File: config.mk
export PLATFORM = sky130hd
export DESIGN_NAME = kti_divider
export DESIGN_NICKNAME = d
export VERILOG_FILES = /design/src/hdl/kti_divider.sv
export SDC_FILE = /design/constraint.sdc
export NUM_CORES = 1
export LEC_CHECK = 0
export ABC_AREA = 1
export BUFFER_PORTS_ARGS = -buffer_cell sky130_fd_sc_hd__clkbuf_2
export CAP_MARGIN = 0
export CORE_MARGIN = 8
export CORE_UTILIZATION = 45
export DETAILED_ROUTE_END_ITERATION = 8
export PLACE_DENSITY = 0.73
export SYNTH_ARGS = -nofsm -noshare
export SYNTH_HDL_FRONTEND = slang
export SYNTH_SLANG_ARGS = --single-unit
File: constraint.sdc
create_clock -name aclk -period 2 [get_ports aclk]
set_input_delay 0.1 -clock aclk [delete_from_list [all_inputs] [get_ports aclk]]
set_output_delay 0.1 -clock aclk [all_outputs]
set_load 0.02 [all_outputs]
File: src/hdl/kti_divider.sv
// Keyframe track interpolator: restoring divider, one quotient bit a cycle.
// No dependencies.
module kti_divider #(
    parameter int NW = 50,
    parameter int DW = 33
) (
    input  logic                 aclk,
    input  logic                 aresetn,
    input  logic                 start,
    input  logic [NW-1:0]        num_mag,
    input  logic [DW-1:0]        den_mag,
    output logic                 done,
    output logic [NW-1:0]        quo
);
    localparam int CW = $clog2(NW + 1);
    logic [NW-1:0] quo_reg, quo_next;
    logic [DW:0]   rem_reg, rem_next;
    logic [DW-1:0] den_reg, den_next;
    logic [CW-1:0] cnt_reg, cnt_next;
    logic          busy_reg, busy_next;
    logic [DW:0]   trial;

    always_comb begin
        quo_next  = quo_reg;
        rem_next  = rem_reg;
        den_next  = den_reg;
        cnt_next  = cnt_reg;
        busy_next = busy_reg;
        trial     = {rem_reg[DW-1:0], quo_reg[NW-1]};
        if (start) begin
            quo_next  = num_mag;
            rem_next  = '0;
            den_next  = den_mag;
            cnt_next  = CW'(NW);
            busy_next = 1'b1;
        end else if (busy_reg) begin
            if (trial >= {1'b0, den_reg}) begin
                rem_next = trial - {1'b0, den_reg};
                quo_next = {quo_reg[NW-2:0], 1'b1};
            end else begin
                rem_next = trial;
                quo_next = {quo_reg[NW-2:0], 1'b0};
            end
            cnt_next = cnt_reg - 1'b1;
            if (cnt_reg == CW'(1)) busy_next = 1'b0;
        end
    end

    always_ff @(posedge aclk) begin
        quo_reg <= quo_next;
        rem_reg <= rem_next;
        den_reg <= den_next;
        cnt_reg <= cnt_next;
        if (!aresetn) busy_reg <= 1'b0;
        else busy_reg <= busy_next;
    end

    // The final quotient bit settles in the cycle that raises done.
    assign done = busy_reg && !busy_next && !start;
    assign quo  = quo_next;
endmodule

After elaboration in Yosys (flattened, before gate mapping)
Cells that the tools add are included.

Memories kept: 0. Logic and storage cells: 20. Bits in writable memories: 0. Latch bits: 0. Bits in registers: 123. ROM bits: 0. Bits of input ports: 86. Output and inout port bits: 51.

Magnitude comparators: 1. Multipliers: 0. Shifts and indexed selects: 0. Div/mod/pow operators: 0. Mux-type cells: 7. Add/sub/neg operators: 2. Equality and inequality tests: 1. Bitwise logic cells: 0. Reductions and logical operators: 4.

Operators with widths (count): $mux 50 (2); $ge 34x33->1 (1); $mux 33 (1); $sub 33x33->33 (1); $eq 6x1->1 const B (1); $sub 6x1->6 const B (1); $mux 1 (4); $logic_and 1x1->1 (2); $logic_not 1->1 (2).

Longest topological paths before layout
Depth in word-level cells: 7. Gate-level depth with buffers: 18. Mapped depth without buffers: 18.

Least setup slack after synthesis
Ideal clock, no wire load.

Path type: reg2reg. From: register den_reg[26]. To: register quo_reg[0]. Setup slack: -0.128 ns. Cell stages (with the launch flop): 12. Period minus slack after synthesis: 2.128 ns. Data arrival time: 1.977 ns. Required time: 1.849 ns. Path buffers: 1. Library setup time: 0.151 ns. Cells stage by stage: edfxtp_1 > inv_1 > ha_1 > nand2_1 > inv_1 > nand2_2 > nor4_4 > nand2_4 > nand2_8 > buf_8 > nor2_1 > o21ai_1.

Longest elaborated chain between the ends: 4.

RTL lines: from (decl) (RTL line 18) `logic [DW-1:0] den_reg, den_next;`; from (signal assigned) (RTL line 52) `den_reg <= den_next;`; $ge 34x33->1 (RTL line 37) `if (trial >= {1'b0, den_reg}) begin`; $mux 1 (RTL line 37); $mux 50 (RTL line 36) `end else if (busy_reg) begin`; $mux 50 (RTL line 30) `if (start) begin`; named net quo[0] (RTL line 13) `output logic [NW-1:0] quo`; to (signal assigned) (RTL line 50) `quo_reg <= quo_next;`; to (decl) (RTL line 16) `logic [NW-1:0] quo_reg, quo_next;`.

The timed path passes the listed nets, and every way through them passes these cells. A chain may end at the register's enable or synchronous reset.

Worst setup path after layout
From: register den_reg[7]. To: output port quo[0].

Longest elaborated chain between the ends: 4.

RTL lines (RTL line): $ge 34x33->1 (37); $mux 1 (37); $mux 50 (36); $mux 50 (30); to (decl) (13).

Every way passes these cells.

==> key figures <==
Final layout
  • Nets: 1643
  • Inserted Diodes: 0
  • Commonest non-fill, non-tap cell in the layout: nand2_1
  • Most frequent cells in the layout: nand2_1, inv_1, clkbuf_2
  • Layout cells sized above 1: 0.350
  • Final instance area: 0.0123 mm2
  • Max reg flops: 50
  • Synth-to-layout area growth: 57.8%

Setup path
  • Crit. End Element: output pin
  • Worst setup path start: den_reg[7]
  • Reg-to-reg endpoint: rem_reg[21]
  • CP Class: register to output pin
  • WP data required: 1900 ps
  • FF-to-FF setup slack: -230 ps
  • Critical-path maximum fanout: 3
  • R2R Path Start: den_reg[7]
  • Worst reg-to-reg path cell count: 17
  • Arr. time, crit path: 2300 ps
  • Critical path startpoint category: register
  • Critical path endpoint: quo[0]

Routing
  • Drt total wl: 28.0 mm
  • Routed wire length per instance: 15.9 um
  • Residual DRC count: 0
  • Routed Antenna Nets: 0
  • Drt pass-1 iters: 8
  • DR iter-0 viols: 865
  • Via density: 5.26
  • Vias: 9254

Clocking
  • Clk root buf: clkbuf_16
  • Clk sinks: 123
  • CTS Buf Count: 17
  • Number of H-tree levels: 4
  • Worst skew pair latency: 430 ps
  • Clock transition at path regs: 60 ps
  • Clock Tree Buf Depth: 2
  • CTS tree: done

Power
  • Clock power frac: 0.399
  • Pwr/cell area: 608 mW/mm2
  • Comb power frac: 0.219
  • Worst vdd ir: 585 uV
  • Seq pwr share: 0.381
  • Leak: 0.00639 uW
  • Design internal power: 5160 uW
  • Sw frac: 0.308
  • Switch Pwr: 2300 uW

GRT
  • GRT overflow: 0
  • First-pass GRT wire length: 41.4 mm
  • Largest net degree at the start of global routing: 68
  • Vias in the first global route: 8728
  • Total track usage: 0.232
  • Antenna violations before repair: 0

Run status
  • Outcome: finished with violations
  • Failing checks: negative setup slack

Logic synthesis
  • Synth unique cells: 36
  • Sequential element share of the synthesized area: 0.359
  • Mapped Cells: 1180
  • Syn Area/Cell: 6.59 um2
  • Post-synth EDFFs: 33
  • Synthesized area: 0.00778 mm2
  • Asr flop ratio synth: 0
  • Ys Warns: 0
  • Nets in the synthesized netlist: 1302
  • Primary FF master, synth: dfxtp_1
  • #FFs+latches synth: 123

Floorplan
  • Core area: 0.0171 mm2
  • Starting density of the core: 0.454
  • Row count: 48
  • DIE WIDTH: 147 um
  • Die Area: 0.0217 mm2
  • Die Y: 147 um
  • Ports: 137

Placed design
  • Routability cong.: 0.953
  • HPWL Detailed: 16.7 mm
  • Number of port buffers: 136
  • Cell Area, Placed: 0.00949 mm2
  • Pre-CTS setup slack: -143 ps

Timing
  • Final slew viol count: 0
  • Final min period: 2400 ps
  • Final setup violation count: 34
  • Clk_skew: 13.1 ps
  • Fmax: 416 MHz
  • Slew Limit Headroom: 0.709
  • Final hold vios: 0
  • RSZ-0062 raised after global routing: true
  • Final Worst Setup Slack: -402 ps
  • Worst slew pin tran: 433 ps
  • Tcrit/Tclk final: 1.20

Min path
  • Worst hold path class: input pin to register

Flow run
  • Max_cap viols: 0
==> layer usage <==
metal | track usage | up-vias | wire (um)
met4 | 0.104 | 0 | 1340
met2 | 0.402 | 492 | 13600
met1 | 0.258 | 4220 | 10800
met5 | 0 | - | 0
met3 | 0.0703 | 138 | 2320
li1 | - | 4404 | -
==> power by group through the flow <==
stage | sequential, uW | clock [uW] | combinational, uW
2_1_floorplan | 2850 | 0 | 734
3_3_place_gp | 2880 | 0 | 1210
3_5_place_dp | 2880 | 0 | 1220
4_1_cts | 2840 | 3010 | 1480
5_1_grt | 2860 | 3110 | 1760
6_report | 2840 | 2980 | 1640
==> final cells by class <==
cell class,count,area (um2)
timing repair buffer,368,2910
clock buffer,19,464
multi-input combinational,810,4960
fill,1240,4840
inverter,201,762
tap,225,282
sequential,123,2800
clock inverter,13,101
==> cells by family after synthesis <==
group / count (synthesis) / synth area share
fa+ha+maj: 36 / 0.0589
flops: 123 / 0.359
simple gates: 621 / 0.348
compound gates: 138 / 0.0904
xor+xnor: 15 / 0.0169
buf+inv: 247 / 0.127
==> synth_stat cells (2+ instances only) <==
library cell	n	area, um2
dfxtp_1	90	1800
nand3b_1	2	15.0
and2_1	2	12.5
clkinv_1	2	7.51
nand4_1	35	219
buf_6	2	22.5
buf_1	5	18.8
ha_1	35	438
o21ai_0	7	35.0
or2_2	2	12.5
clkbuf_1	26	97.6
inv_2	2	7.51
nand3_1	79	395
nand2_2	4	25.0
nor3_1	11	55.1
buf_8	3	45.0
edfxtp_1	33	991
nor2_2	3	18.8
inv_1	197	739
nand2_1	365	1370
o21bai_1	2	15.0
nor2_1	101	379
xor2_1	14	123
nand3_2	13	130
buf_2	10	50.1
a21oi_1	125	626
==> worst max-delay path: stages, from the launching register on <==
cell and delay (ps):
edfxtp_1 330, inv_1 70, ha_4 290, nand2_1 60
nand2_1 120, nand2_1 90, nand2_1 100, inv_1 60
nand3_2 90, nand2_2 80, nand2_4 80, nand2_4 70
nand2_8 90, nor2_4 30, o21ai_2 140, clkbuf_8 170
==> what timing repair did <==
item,4_1_cts,5_1_grt
setup buffers,13,16
pin swaps,36,56
hold buffers,83,0
resized for setup,118,133
hold endpoints to repair,83,0
endpoints found under the setup margin,34,60
cloned,2,4
==> through the flow <==
step / instances / hold WS, ps / total power, uW / utilization / TNS [ps]
after floorplan: 1180 / 199 / 3590 / - / 0
after global placement: 1613 / 278 / 4080 / 0.555 / -1400
after detailed placement: 1613 / 279 / 4100 / 0.555 / -2810
after CTS: 1742 / 4.26 / 7330 / 0.680 / -8620
after global routing: 1759 / 40.5 / 7740 / 0.717 / -10620
final: 1759 / 15.8 / 7460 / 0.717 / -6560
==> worst min path at each step <==
stage	depth (start not counted)	start	end	slack, ps
3_5_place_dp	1	den_mag[13]	den_reg[13]	280
3_3_place_gp	1	den_mag[32]	den_reg[32]	280
2_1_floorplan	0	den_mag[0]	den_reg[0]	200
6_report	4	num_mag[0]	quo_reg[0]	20
4_1_cts	4	num_mag[0]	quo_reg[0]	4
5_1_grt	4	num_mag[0]	quo_reg[0]	40
Note: power is estimated with default switching activity, not from simulation.
